===== config.mk =====
export PLATFORM = sky130hd
export DESIGN_NAME = reliable_seq_receive_tracker_unit
export DESIGN_NICKNAME = d
export VERILOG_FILES = /design/src/rtl/rsrt_pkg.sv /design/src/rtl/rsrt_map.sv /design/src/rtl/rsrt_out.sv /design/src/rtl/reliable_seq_receive_tracker_unit.sv
export SDC_FILE = /design/constraint.sdc
export NUM_CORES = 1
export LEC_CHECK = 0
export ABC_AREA = 1
export BUFFER_PORTS_ARGS = -buffer_cell sky130_fd_sc_hd__buf_4
export CORE_ASPECT_RATIO = 1.5
export CORE_MARGIN = 5
export CORE_UTILIZATION = 30
export DETAILED_ROUTE_END_ITERATION = 10
export PLACE_DENSITY_LB_ADDON = 0.15
export SYNTH_ARGS = -nofsm -noshare
export SYNTH_HDL_FRONTEND = slang
export SYNTH_SLANG_ARGS = --single-unit

===== constraint.sdc =====
create_clock -name clock -period 2.9 [get_ports clock]
set_clock_uncertainty 0.05 [all_clocks]
set_input_delay 0.145 -clock clock [delete_from_list [all_inputs] [get_ports clock]]
set_output_delay 0.145 -clock clock [all_outputs]
set_load 0.01 [all_outputs]

===== src/rtl/rsrt_pkg.sv =====
package rsrt_pkg;

   // Window and field sizes
   localparam int SEQ_MAX  = 32;
   localparam int IDX_W    = $clog2(SEQ_MAX);
   localparam int SEQ_W    = $clog2(SEQ_MAX + 1);
   localparam int HALF_WIN = SEQ_MAX / 2;
   localparam int CODE_W   = 16;

   // Register indexes on the csr port
   localparam logic CSR_NAK  = 1'b0;
   localparam logic CSR_PING = 1'b1;

   typedef enum logic [2:0] {
      KIND_DELIVER = 3'd0,
      KIND_DUP     = 3'd1,
      KIND_PING    = 3'd2,
      KIND_RESEND  = 3'd3,
      KIND_NAK     = 3'd4,
      KIND_BAD     = 3'd5
   } kind_type;

   typedef enum logic [2:0] {
      ST_IDLE,
      ST_DECODE,
      ST_WALK,
      ST_CHECK,
      ST_SCAN,
      ST_EMIT
   } state_type;

   // Bitmap write command, one entry per cycle
   typedef struct packed {
      logic             wr_en;
      logic             wr_bit;
      logic [IDX_W-1:0] idx;
   } map_cmd_type;

   // Bitmap status seen by the sequencer
   typedef struct packed {
      logic bit_at;
      logic any_set;
      logic any_above;
   } map_stat_type;

   // One result item
   typedef struct packed {
      kind_type          kind;
      logic [CODE_W-1:0] number;
      logic              last;
   } rsp_type;

   // Half-window serial comparison: is no newer than lr
   function automatic logic is_newer(input logic [SEQ_W-1:0] no, input logic [SEQ_W-1:0] lr);
      logic newer;
      newer = 1'b0;
      if (no > lr && (no - lr) <= SEQ_W'(HALF_WIN))
         newer = 1'b1;
      if (no < lr && (lr - no) > SEQ_W'(HALF_WIN))
         newer = 1'b1;
      return newer;
   endfunction

   // Bitmap index of the number after n (wraps from SEQ_MAX to 1)
   function automatic logic [IDX_W-1:0] idx_after(input logic [SEQ_W-1:0] n);
      logic [IDX_W-1:0] r;
      if (n == SEQ_W'(SEQ_MAX))
         r = '0;
      else
         r = n[IDX_W-1:0];
      return r;
   endfunction

endpackage


===== src/rtl/rsrt_map.sv =====
module rsrt_map (
   input  logic                  clock,
   input  logic                  reset,
   input  rsrt_pkg::map_cmd_type map_cmd,
   output rsrt_pkg::map_stat_type map_stat
);
   import rsrt_pkg::*;

   logic [SEQ_MAX-1:0] map_ff;
   logic [SEQ_MAX-1:0] map_in;
   logic [SEQ_MAX-1:0] shifted;

   // Single-entry update at the shared index
   always_comb begin
      map_in = map_ff;
      if (map_cmd.wr_en)
         map_in[map_cmd.idx] = map_cmd.wr_bit;
   end

   always_ff @(posedge clock) begin
      if (reset)
         map_ff <= '0;
      else
         map_ff <= map_in;
   end

   // Status: entry at index, any entry set, any set above index
   assign shifted            = map_ff >> map_cmd.idx;
   assign map_stat.bit_at    = map_ff[map_cmd.idx];
   assign map_stat.any_set   = |map_ff;
   assign map_stat.any_above = |shifted[SEQ_MAX-1:1];

endmodule


===== src/rtl/rsrt_out.sv =====
module rsrt_out (
   input  logic                          clock,
   input  logic                          reset,
   input  logic                          load,
   input  rsrt_pkg::rsp_type             load_data,
   output logic                          free,
   output logic                          rsp_valid,
   input  logic                          rsp_ready,
   output logic [2:0]                    rsp_kind,
   output logic [rsrt_pkg::CODE_W-1:0]   rsp_number,
   output logic                          rsp_last
);
   import rsrt_pkg::*;

   logic    valid_ff;
   logic    valid_in;
   rsp_type data_ff;

   // Slot can take a new result when empty or being drained this cycle
   assign free = !valid_ff || rsp_ready;

   always_comb begin
      valid_in = valid_ff;
      if (load)
         valid_in = 1'b1;
      else if (rsp_ready)
         valid_in = 1'b0;
   end

   always_ff @(posedge clock) begin
      if (reset)
         valid_ff <= 1'b0;
      else
         valid_ff <= valid_in;
   end

   always_ff @(posedge clock) begin
      if (load)
         data_ff <= load_data;
   end

   assign rsp_valid  = valid_ff;
   assign rsp_kind   = data_ff.kind;
   assign rsp_number = data_ff.number;
   assign rsp_last   = data_ff.last;

endmodule


===== src/rtl/reliable_seq_receive_tracker_unit.sv =====
// A resend, unreliable, malformed or stale ping packet and a tick with nothing missing go
// straight to the result slot; a newer reliable number or ping first walks the bitmap,
// marking skipped numbers missing (at most SEQ_MAX / 2), an older reliable number is checked
// against the bitmap, and a tick scans it, one NAK per missing number in ascending order.
// One item at a time: a new request is taken only after the last result loads.
// Reset (synchronous, active high): bitmap, last number cleared, codes 65535/65534.
module reliable_seq_receive_tracker_unit (
   input  logic                        clock,
   input  logic                        reset,
   input  logic                        req_valid,
   output logic                        req_ready,
   input  logic                        req_mode,
   input  logic [rsrt_pkg::CODE_W-1:0] req_trailer_code,
   input  logic [rsrt_pkg::CODE_W-1:0] req_lead_number,
   output logic                        rsp_valid,
   input  logic                        rsp_ready,
   output logic [2:0]                  rsp_kind,
   output logic [rsrt_pkg::CODE_W-1:0] rsp_number,
   output logic                        rsp_last,
   input  logic                        csr_we,
   input  logic                        csr_index,
   input  logic [rsrt_pkg::CODE_W-1:0] csr_wdata
);
   import rsrt_pkg::*;

   state_type         state_ff, state_in;
   logic [CODE_W-1:0] nak_code_ff, ping_code_ff;
   logic [SEQ_W-1:0]  last_rx_ff, last_rx_in;
   logic [IDX_W-1:0]  idx_ff, idx_in;
   logic [IDX_W-1:0]  stop_ff, stop_in;
   logic [SEQ_W-1:0]  target_ff, target_in;
   logic              ping_ff, ping_in;
   rsp_type           res_ff, res_in;
   logic              mode_ff;
   logic [CODE_W-1:0] code_ff, lead_ff;

   map_cmd_type       map_cmd;
   map_stat_type      map_stat;
   logic              out_load, out_free;
   rsp_type           out_data;

   logic [IDX_W-1:0]  idx_next;
   logic [SEQ_W-1:0]  code_s, lead_s;

   // Shared index step, wrapping over the bitmap
   assign idx_next = (idx_ff == IDX_W'(SEQ_MAX - 1)) ? '0 : idx_ff + IDX_W'(1);
   assign code_s   = code_ff[SEQ_W-1:0];
   assign lead_s   = lead_ff[SEQ_W-1:0];

   assign req_ready = (state_ff == ST_IDLE);

   // Configuration registers
   always_ff @(posedge clock) begin
      if (reset) begin
         nak_code_ff  <= 16'hFFFF;
         ping_code_ff <= 16'hFFFE;
      end else if (csr_we) begin
         unique case (csr_index)
            CSR_NAK:  nak_code_ff  <= csr_wdata;
            CSR_PING: ping_code_ff <= csr_wdata;
         endcase
      end
   end

   // Sequencer: next state and outputs
   always_comb begin
      state_in   = state_ff;
      last_rx_in = last_rx_ff;
      idx_in     = idx_ff;
      stop_in    = stop_ff;
      target_in  = target_ff;
      ping_in    = ping_ff;
      res_in     = res_ff;
      map_cmd    = '{wr_en: 1'b0, wr_bit: 1'b0, idx: idx_ff};
      out_load   = 1'b0;
      out_data   = res_ff;

      unique case (state_ff)
         ST_IDLE: begin
            if (req_valid)
               state_in = ST_DECODE;
         end

         ST_DECODE: begin
            res_in.last = 1'b1;
            state_in    = ST_EMIT;
            if (mode_ff) begin
               // tick: scan when something is missing
               res_in.kind   = KIND_BAD;
               res_in.number = '0;
               if (map_stat.any_set) begin
                  idx_in   = '0;
                  state_in = ST_SCAN;
               end
            end else if (code_ff == nak_code_ff) begin
               if (lead_ff == '0 || lead_ff > CODE_W'(SEQ_MAX)) begin
                  res_in.kind   = KIND_BAD;
                  res_in.number = '0;
               end else begin
                  res_in.kind   = KIND_RESEND;
                  res_in.number = lead_ff;
               end
            end else if (code_ff == '0) begin
               // unreliable packet
               res_in.kind   = KIND_DELIVER;
               res_in.number = '0;
            end else if (code_ff == ping_code_ff) begin
               if (lead_ff > CODE_W'(SEQ_MAX)) begin
                  res_in.kind   = KIND_BAD;
                  res_in.number = '0;
               end else begin
                  res_in.kind   = KIND_PING;
                  res_in.number = lead_ff;
                  if (is_newer(lead_s, last_rx_ff)) begin
                     idx_in    = idx_after(last_rx_ff);
                     stop_in   = idx_after(lead_s);
                     target_in = lead_s;
                     ping_in   = 1'b1;
                     state_in  = ST_WALK;
                  end
               end
            end else if (code_ff > CODE_W'(SEQ_MAX)) begin
               res_in.kind   = KIND_BAD;
               res_in.number = '0;
            end else begin
               res_in.kind   = KIND_DELIVER;
               res_in.number = code_ff;
               if (is_newer(code_s, last_rx_ff)) begin
                  idx_in    = idx_after(last_rx_ff);
                  stop_in   = IDX_W'(code_s - SEQ_W'(1));
                  target_in = code_s;
                  ping_in   = 1'b0;
                  state_in  = ST_WALK;
               end else begin
                  idx_in   = IDX_W'(code_s - SEQ_W'(1));
                  state_in = ST_CHECK;
               end
            end
         end

         ST_WALK: begin
            // mark skipped numbers one per cycle
            if (idx_ff == stop_ff) begin
               last_rx_in = target_ff;
               if (!ping_ff) begin
                  map_cmd.wr_en  = 1'b1;
                  map_cmd.wr_bit = 1'b0;
               end
               state_in = ST_EMIT;
            end else begin
               map_cmd.wr_en  = 1'b1;
               map_cmd.wr_bit = 1'b1;
               idx_in         = idx_next;
            end
         end

         ST_CHECK: begin
            // old number: deliver only if it was missing
            if (!map_stat.bit_at) begin
               res_in.kind = KIND_DUP;
            end else begin
               map_cmd.wr_en  = 1'b1;
               map_cmd.wr_bit = 1'b0;
            end
            state_in = ST_EMIT;
         end

         ST_SCAN: begin
            if (map_stat.bit_at) begin
               if (out_free) begin
                  out_load        = 1'b1;
                  out_data.kind   = KIND_NAK;
                  out_data.number = CODE_W'(SEQ_W'(idx_ff) + SEQ_W'(1));
                  out_data.last   = !map_stat.any_above;
                  if (!map_stat.any_above)
                     state_in = ST_IDLE;
                  else
                     idx_in = idx_next;
               end
            end else begin
               idx_in = idx_next;
            end
         end

         ST_EMIT: begin
            if (out_free) begin
               out_load = 1'b1;
               state_in = ST_IDLE;
            end
         end

         default: state_in = ST_IDLE;
      endcase
   end

   // Control registers
   always_ff @(posedge clock) begin
      if (reset) begin
         state_ff   <= ST_IDLE;
         last_rx_ff <= '0;
      end else begin
         state_ff   <= state_in;
         last_rx_ff <= last_rx_in;
      end
   end

   // Working registers
   always_ff @(posedge clock) begin
      idx_ff    <= idx_in;
      stop_ff   <= stop_in;
      target_ff <= target_in;
      ping_ff   <= ping_in;
      res_ff    <= res_in;
   end

   // Input capture on transfer
   always_ff @(posedge clock) begin
      if (req_valid && req_ready) begin
         mode_ff <= req_mode;
         code_ff <= req_trailer_code;
         lead_ff <= req_lead_number;
      end
   end

   rsrt_map u_map (
      .clock    (clock),
      .reset    (reset),
      .map_cmd  (map_cmd),
      .map_stat (map_stat)
   );

   rsrt_out u_out (
      .clock      (clock),
      .reset      (reset),
      .load       (out_load),
      .load_data  (out_data),
      .free       (out_free),
      .rsp_valid  (rsp_valid),
      .rsp_ready  (rsp_ready),
      .rsp_kind   (rsp_kind),
      .rsp_number (rsp_number),
      .rsp_last   (rsp_last)
   );

endmodule

==> results of run 1 <==
[flip-flops by register name, summed over array words and instances (netlist names)]
register          count
target_ff             6
ping_code_ff         16
u_out.rsp_kind        3
res_ff               19
mode_ff               1
u_map.map_ff         32
last_rx_ff            6
state_ff              3
lead_ff              16
u_out.rsp_last        1
ping_ff               1
code_ff              16
idx_ff                5
u_out.rsp_number     16
u_out.rsp_valid       1
stop_ff               5
nak_code_ff          16
[final timing paths]
kind	from	endpoint	slack, ns	cells past startpoint
max	lead_ff[0]	target_ff[1]	0.20	14
min	rsp_ready	state_ff[0]	0.02	4
max reg2reg	lead_ff[0]	target_ff[1]	0.20	14
min reg2reg	nak_code_ff[4]	nak_code_ff[4]	0.43	2
[metal layers]
metal | global-route usage (%) | part of all wire (%) | vias up
met5 | 0 | 0 | -
met4 | 6.898 | 3.5 | 0
met3 | 2.425 | 2.6 | 45
met2 | 31.67 | 56 | 147
met1 | 17.03 | 37 | 3997
li1 | - | - | 4420
[per-stage QoR]
stage                     setup WS [ns]  cells
after floorplan                 0.05654   1263
after global placement          0.06782   1737
after detailed placement        0.09175   1737
after CTS                       0.07658   1818
after global routing           0.002966   1818
final                            0.1951   1818
[logic make-up after synthesis]
| kind of cell | Yosys count | share of synthesized area, % |
|---|---|---|
| other | 1 | 0.03951 |
| adders and majority gates | 30 | 4.113 |
| buffers and inverters | 180 | 8.227 |
| and+or+nand+nor | 712 | 31.97 |
| DFF | 163 | 43.77 |
| AOI/OAI and AO/OA | 133 | 8.649 |
| xor gates and xnor gates | 35 | 3.230 |
[power groups by stage]
stage | combinational, mW | clock [mW] | sequential [mW]
2_1_floorplan | 2.62 | 0 | 3.21
3_3_place_gp | 3.94 | 0 | 3.22
3_5_place_dp | 3.92 | 0 | 3.23
4_1_cts | 3.99 | 2.41 | 3.18
5_1_grt | 4.44 | 2.53 | 3.20
6_report | 3.94 | 2.35 | 3.16
[layout by cell type, fill, tap and decap left out, types with 14 or more instances in the layout]
cell type,Yosys,routed
nand2_1,381,381
nand3_1,152,152
buf_4,3,121
inv_1,118,117
nor2_1,116,112
edfxtp_1,89,89
dfxtp_1,74,74
dlygate4sd3_1,0,49
a21oi_1,38,38
nand4_1,34,34
o21ai_0,31,31
ha_1,28,26
xor2_1,22,22
a21oi_2,18,18
clkbuf_16,0,17
o21ai_1,14,14
[cell type report]
class | instances | area share, %
clock buffers | 18 | 3.639
flip-flops and latches | 163 | 35.22
inverters | 126 | 4.010
well taps | 405 | 4.297
multi-input cells | 920 | 39.20
clock inverters | 14 | 1.432
repair buffers | 172 | 12.20
[worst max-delay path, cell delays in order, from the launching register on]
cell,delay [ns]
edfxtp_1,0.35
inv_1,0.06
ha_1,0.21
fa_1,0.49
nand2_1,0.05
nor3b_1,0.20
nand3_1,0.10
nand2_1,0.06
nand3_1,0.06
nand2_1,0.06
nor2_1,0.09
nor2_2,0.16
nand3_1,0.13
nor2_1,0.11
buf_4,0.22
[timing repair]
action,CTS,global route
gates resized for setup,0,6
hold endpoints to repair,65,0
hold buffers,49,0
endpoints found under the setup margin,0,20
==> impl_metrics.ini, run 1 <==
[status]
status = completed

[drt]
drc = 0
avgViaCountPerCell = 4.735
vias = 8609
wl_mm = 28.15
firstDrtPassIters = 5
wl_per_cell_um = 15.48
drt_iter0_markers = 321
ant_nets = 0

[synth]
synth-edff-count = 89
async_flop_share_pct = 0
synth.top_cell.area_share_pct = 28.16
synth_cell_types = 46
synth_most_common_cell = nand2_1
synth.avg_cell_area_um2 = 7.568
yosysTopAreaCell = edfxtp_1
synth-seq-cells = 163
yosysWarnings = 0
seq_area_frac_synth_pct = 43.77
yosys-top-cells-area = edfxtp_1 (28%), dfxtp_1 (16%), nand2_1 (15%), nand3_1 (8.0%), inv_1 (4.7%)
ys.flop_type = edfxtp_1
netlist_area_um2 = 9490
synth_common_cells = nand2_1 (381), nand3_1 (152), inv_1 (118), nor2_1 (116), edfxtp_1 (89)
netlist_instances = 1254

[grt]
overflow = 0
grt_pass1_vias = 8648
antenna_found_initial = 0
grt_max_degree = 57
grt_use_total_pct = 16.29
grt_pass1_wl_mm = 45.55

[pwr]
combPwrFrac_pct = 41.7
leakage_nw = 5.148
peakVddDrop_v = 0.0003679
power_frac_clock_pct = 24.9
fin_total_pwr_mw = 9.454
power_switching_mw = 3.867
p_seq_share_pct = 33.5
power.internal_mw = 5.587
power.density_nw_per_um2 = 801.6
swShare_pct = 40.91

[final_layout]
post-route-util_pct = 37.88
drive_gt1_share_pct = 14.44
multi_input_area_um2 = 4623
antenna_cells = 0
final_area_um2 = 11790
syn_to_final_growth_pct = 24.27
fillers = 3294
final-seq-area_um2 = 4154
nNetsFinal = 1485

[placement]
finalWeightedCongestion = 0.8756
dp_hpwl_mm = 21.18
dpl_cell_area_um2 = 10690
portBuffers = 76

[clocking]
clock_sinks = 163
post_cts_buffers = 0
insertion_delay_ns = 0.45
cts_made_buffers = 17
clk_pin_slew_worst_paths_ns = 0.08
cts_root_buffer = clkbuf_16
clockBufferDepth = 2
cts_tree = done
htreeDepth = 4

[worst_setup_path]
worst_ep_arrival_time_ns = 2.80
worst_setup_path_start_kind = register
path_max_fanout = 12
worstPathRequired_ns = 2.99
endpoint_kind = register
path_class = register to register

[floorplanning]
die_x_um = 155.2
rows = 79
core_um2 = 31140
initial_utilization_pct = 30.48
die-area_um2 = 35360
die_h_um = 227.8
pin_count = 77

[timing]
worstMarginPinSlew_ns = 0.7519
rsz0062_at_grt = false
hold_slack_ns = 0.02005
maxClockFrequency_mhz = 369.7
fin_crit_ns = 2.705
slew_headroom_pct = 49.87
fin_setup_tns_ns = 0
finalHoldViolations = 0
setup_viol = 0
drv_slew = 0
period_share_pct = 93.27

[job]
maxCapViolations = 0

[min_path]
min_path_type = input pin to register
Power figures use the tool's default switching activity.
==> inputs of run 2 (changes only) <==
Settings changed: CORE_UTILIZATION 30 to 50.
==> run 2 against run 1 <==
Compared with the run above: sequential cell count is the same; maximum frequency decreased by 0.92%; largest power group unchanged; die area fell by 38%; count of clock-buffer cells in the layout up 1; critical path type unchanged; utilization is 25 points higher; worst setup slack worse by 0.025 ns.
==> impl_metrics.ini, run 2 (synthesized netlist as in run 1, its figures left out) <==
[status]
status = completed

[grt]
antenna_found_initial = 0
grt_pass1_wl_mm = 41.29
grt_max_degree = 34
grt_pass1_vias = 8502
grt_use_total_pct = 24.12
overflow = 0

[placement]
dp_slack_ns = -0.2147
portBuffers = 76
dp_hpwl_mm = 19.08
dpl_cell_area_um2 = 10670
finalWeightedCongestion = 0.9161

[job]
maxCapViolations = 0

[floorplanning]
die_x_um = 122.5
pin_count = 77
initial_utilization_pct = 50.96
die-area_um2 = 21890
core_um2 = 18620
die_h_um = 178.7
rows = 61

[worst_setup_path]
path_class = register to register
worstPathRequired_ns = 3.21
worst_setup_path_start_kind = register
path_max_fanout = 33
worst_ep_arrival_time_ns = 3.04
endpoint_kind = register

[final_layout]
regMostFlops = u_map.map_ff
drive_gt1_share_pct = 15.91
largest_reg_flops = 32
final_area_um2 = 11780
nNetsFinal = 1511
top_regs = u_map.map_ff (32), res_ff (19)
syn_to_final_growth_pct = 24.15
final_cell_mix = nand2_1 (381), nand3_1 (152), buf_4 (147)
antenna_cells = 0
final_common_cell = nand2_1

[pwr]
leakage_nw = 5.269
power.density_nw_per_um2 = 789.4
peakVddDrop_v = 0.0004556
fin_total_pwr_mw = 9.301

[drt]
ant_nets = 0
firstDrtPassIters = 5
wl_per_cell_um = 15.34
wl_mm = 25.95
drt_iter0_markers = 711
avgViaCountPerCell = 5.212
vias = 8813
drc = 0

[timing]
drv_slew = 0
worstMarginPinSlew_ns = 0.8171
rsz0062_at_grt = false
maxClockFrequency_mhz = 366.3
post-route-worst-setup-slack_ns = 0.1699
period_share_pct = 94.14
finalHoldViolations = 0
fin_crit_ns = 2.730
slew_headroom_pct = 45.32
setup_viol = 0

[clocking]
clk_pin_slew_worst_paths_ns = 0.07
cts_tree = done
htreeDepth = 4
clockBufferDepth = 2
cts_made_buffers = 17
insertion_delay_ns = 0.43
clock_sinks = 163
cts_root_buffer = clkbuf_16

[min_path]
min_path_type = input pin to register
[run 2: repair_timing]
item	CTS	global route
setup buffers	0	1
hold endpoints to repair	65	0
pin swaps	0	1
endpoints found under the setup margin	17	23
hold buffers	49	0
gates resized for setup	2	6
[run 2: metrics by stage]
| stage | setup TNS (ns) | utilization, % | instances | hold slack (ns) |
|---|---|---|---|---|
| detailed placement | -2.715 | 57.31 | 1609 | 0.2743 |
| floorplan | 0 | - | 1263 | 0.1939 |
| finish | 0 | 63.27 | 1691 | 0.01673 |
| global placement | -1.830 | 57.31 | 1609 | 0.2732 |
| CTS | 0 | 63.03 | 1690 | 0.01186 |
| global route | 0 | 63.27 | 1691 | 0.03722 |
[run 2: worst paths after layout]
kind / startpoint / endpoint / slack (ns) / cells after the start
setup / recovery: idx_ff[0] / u_map.map_ff[26] / 0.17 / 14
setup reg to reg: idx_ff[0] / u_map.map_ff[26] / 0.17 / 14
hold / removal: rsp_ready / state_ff[0] / 0.02 / 4
hold reg to reg: nak_code_ff[5] / nak_code_ff[5] / 0.43 / 2
[run 2: final cells by class]
cell class	instances	area, um^2
fill	1740	6840
multi-input combinational	920	4639
sequential	163	4154
timing repair buffer	198	1634
inverter	126	473.0
clock buffer	19	452.9
tap	252	315.3
clock inverter	13	113.9
[run 2: power breakdown]
group | internal [mW] | total [mW] | switching, mW
clock | 1.17 | 2.17 | 0.998
combinational | 1.39 | 3.99 | 2.60
sequential | 2.95 | 3.14 | 0.196
total | 5.51 | 9.30 | 3.80
[run 2: per-layer routing]
metal | part of all wire, % | up-vias | track usage [%]
met5 | 0 | - | 0
met4 | 4.2 | 0 | 11.58
met3 | 2.8 | 64 | 3.251
met2 | 55 | 177 | 45.95
met1 | 38 | 4106 | 25.70
li1 | - | 4466 | -
[run 2: worst max-delay path, stage by stage (launching register included)]
cell and delay [ns]:
edfxtp_1 0.45, buf_4 0.22, buf_4 0.16, nand2_1 0.06, nand2_1 0.07, o21ai_1 0.19, o21ai_1 0.11, a21oi_2 0.16
nand2_2 0.14, a21oi_2 0.22, o21ai_4 0.26, buf_4 0.28, nand3_1 0.08, nand2_1 0.08, a21oi_2 0.12
==> inputs of run 3 (changes only) <==
Settings changed: MAX_ROUTING_LAYER from default to met4.
==> run 3 against run 2 <==
Compared with the run above: sequential power is essentially flat; worst hold slack gained 0.00098 ns; power grew 1.7%; critical path depth is the same; non-clock buffer count shrank 29; maximum frequency shrank 0.48%; wire length grew 2.1%; critical path type unchanged; via count grew 0.17%; global-route usage grew 1.1 points.
==> impl_metrics.ini, run 3 (synthesized netlist as in run 1, its figures left out) <==
[worst_setup_path]
worstPathRequired_ns = 2.99
slowest_delay_ns = 0.46
cpMostUsedCell = nand2_1
path_max_fanout = 6
endpoint_kind = register
worst_ep_arrival_time_ns = 2.84
crit_chain = inv_1 -> ha_1 -> fa_1 -> nand2_1 -> nor3b_2 -> nand3_1 -> nand2_1 -> nand3_1 -> nand2_1 -> nor2_1 -> nor2_2 -> nand3_2 -> nor2_4 -> buf_4
path_class = register to register
slowest_stage = fa_1
worst_setup_path_start_kind = register
worst_r2r_path_depth = 14

[grt]
grt_pass1_vias = 8614
grt_use_total_pct = 25.18
overflow = 0
grt_max_degree = 35
grt_pass1_wl_mm = 42.07
antenna_found_initial = 0

[timing]
slew_headroom_pct = 51.35
finalHoldViolations = 0
drv_slew = 0
setup_viol = 0
worstMarginPinSlew_ns = 0.7297
post-route-worst-setup-slack_ns = 0.1568
fin_crit_ns = 2.743
period_share_pct = 94.59
maxClockFrequency_mhz = 364.5

[drt]
wl_per_cell_um = 15.93
drt_iter0_markers = 798
ant_nets = 0
firstDrtPassIters = 6
vias = 8828
drc = 0
avgViaCountPerCell = 5.308
wl_mm = 26.49

[final_layout]
nNetsFinal = 1483
antenna_cells = 0
largest_reg_flops = 32
drive_gt1_share_pct = 14.53
final_cell_mix = nand2_1 (381), nand3_1 (151), inv_1 (117)
syn_to_final_growth_pct = 22.94
final_area_um2 = 11670
top_regs = u_map.map_ff (32), res_ff (19)
final_common_cell = nand2_1
stdcell_count = 1663
regMostFlops = u_map.map_ff

[placement]
dp_slack_ns = -0.01400
post-place-cells = 1576
portBuffers = 76
finalWeightedCongestion = 0.9458
dp_hpwl_mm = 19.13
dpl_cell_area_um2 = 10440

[clocking]
cts_root_buffer = clkbuf_16
clk_pin_slew_worst_paths_ns = 0.07
clock_sinks = 163
clockBufferDepth = 2
insertion_delay_ns = 0.44
cts_tree = done
cts_made_buffers = 17
htreeDepth = 4

[status]
status = completed

[pwr]
leakage_nw = 5.160
peakVddDrop_v = 0.0005671
power.density_nw_per_um2 = 811.1

[floorplanning]
initial_utilization_pct = 50.96
die_h_um = 178.7
rows = 61
die_x_um = 122.5
die-area_um2 = 21890
core_um2 = 18620
pin_count = 77

[job]
maxCapViolations = 0

[min_path]
min_path_cells = 4
min_path_type = input pin to register
## run 3: changes by cell type in the layout (fill, tap and decap cells not counted), sizes merged
cell / change
buf: -29
bufinv: +2
clkbuf: -2
clkinv: -2
clkinvlp: +1
inv: +1
o21ai: +1
## run 3: area by class of cell
cell class,count,area (um^2)
clock buffer,17,425.4
clock inverter,15,210.2
fill,1737,6955
inverter,126,475.5
multi-input combinational,921,4663
sequential,163,4154
tap,252,315.3
timing repair buffer,169,1424
## run 3: per-layer routing
metal / track usage, % / up-vias / wire [um]
met5: - / - / 0
met4: 12.56 / 0 / 1337
met3: 3.378 / 74 / 1002
met2: 46.27 / 266 / 14530
met1: 26.03 / 4063 / 9619
li1: - / 4425 / -
## run 3: power breakdown
part | internal, mW | switching, mW
Combinational | 1.32 | 2.58
Sequential | 2.95 | 0.206
Clock | 1.33 | 1.08
## run 3: what timing repair did
action,in CTS,in global routing
hold buffers,49,0
gates cloned,0,2
endpoints found under the hold margin,65,0
gates resized for setup,1,16
setup buffers,0,4
pin swaps,0,2
setup endpoints to repair,5,23
## run 3: critical path: cells and delay by family (launching register included)
family / cells / cell delay (ns)
fa+ha+maj: 2 / 0.67
flops: 1 / 0.37
simple gates: 10 / 1.13
buf+inv: 2 / 0.24
## run 3: worst paths after layout
kind	from	to	slack, ns
min	rsp_ready	state_ff[0]	0.02
max reg2reg	lead_ff[0]	stop_ff[1]	0.16
max	lead_ff[0]	stop_ff[1]	0.16
min reg2reg	nak_code_ff[3]	nak_code_ff[3]	0.43
## run 3: stage by stage
| stage | power [mW] | TNS, ns | hold slack (ns) | util (%) |
|---|---|---|---|---|
| CTS | 9.427 | 0 | 0.01500 | 62.13 |
| finish | 9.463 | 0 | 0.01771 | 62.65 |
| global placement | 6.917 | 0 | 0.2731 | 56.05 |
| floorplan | 5.827 | 0 | 0.1939 | - |
| detailed placement | 6.946 | -0.06935 | 0.2743 | 56.05 |
| global route | 10.06 | -0.06489 | 0.04105 | 62.65 |
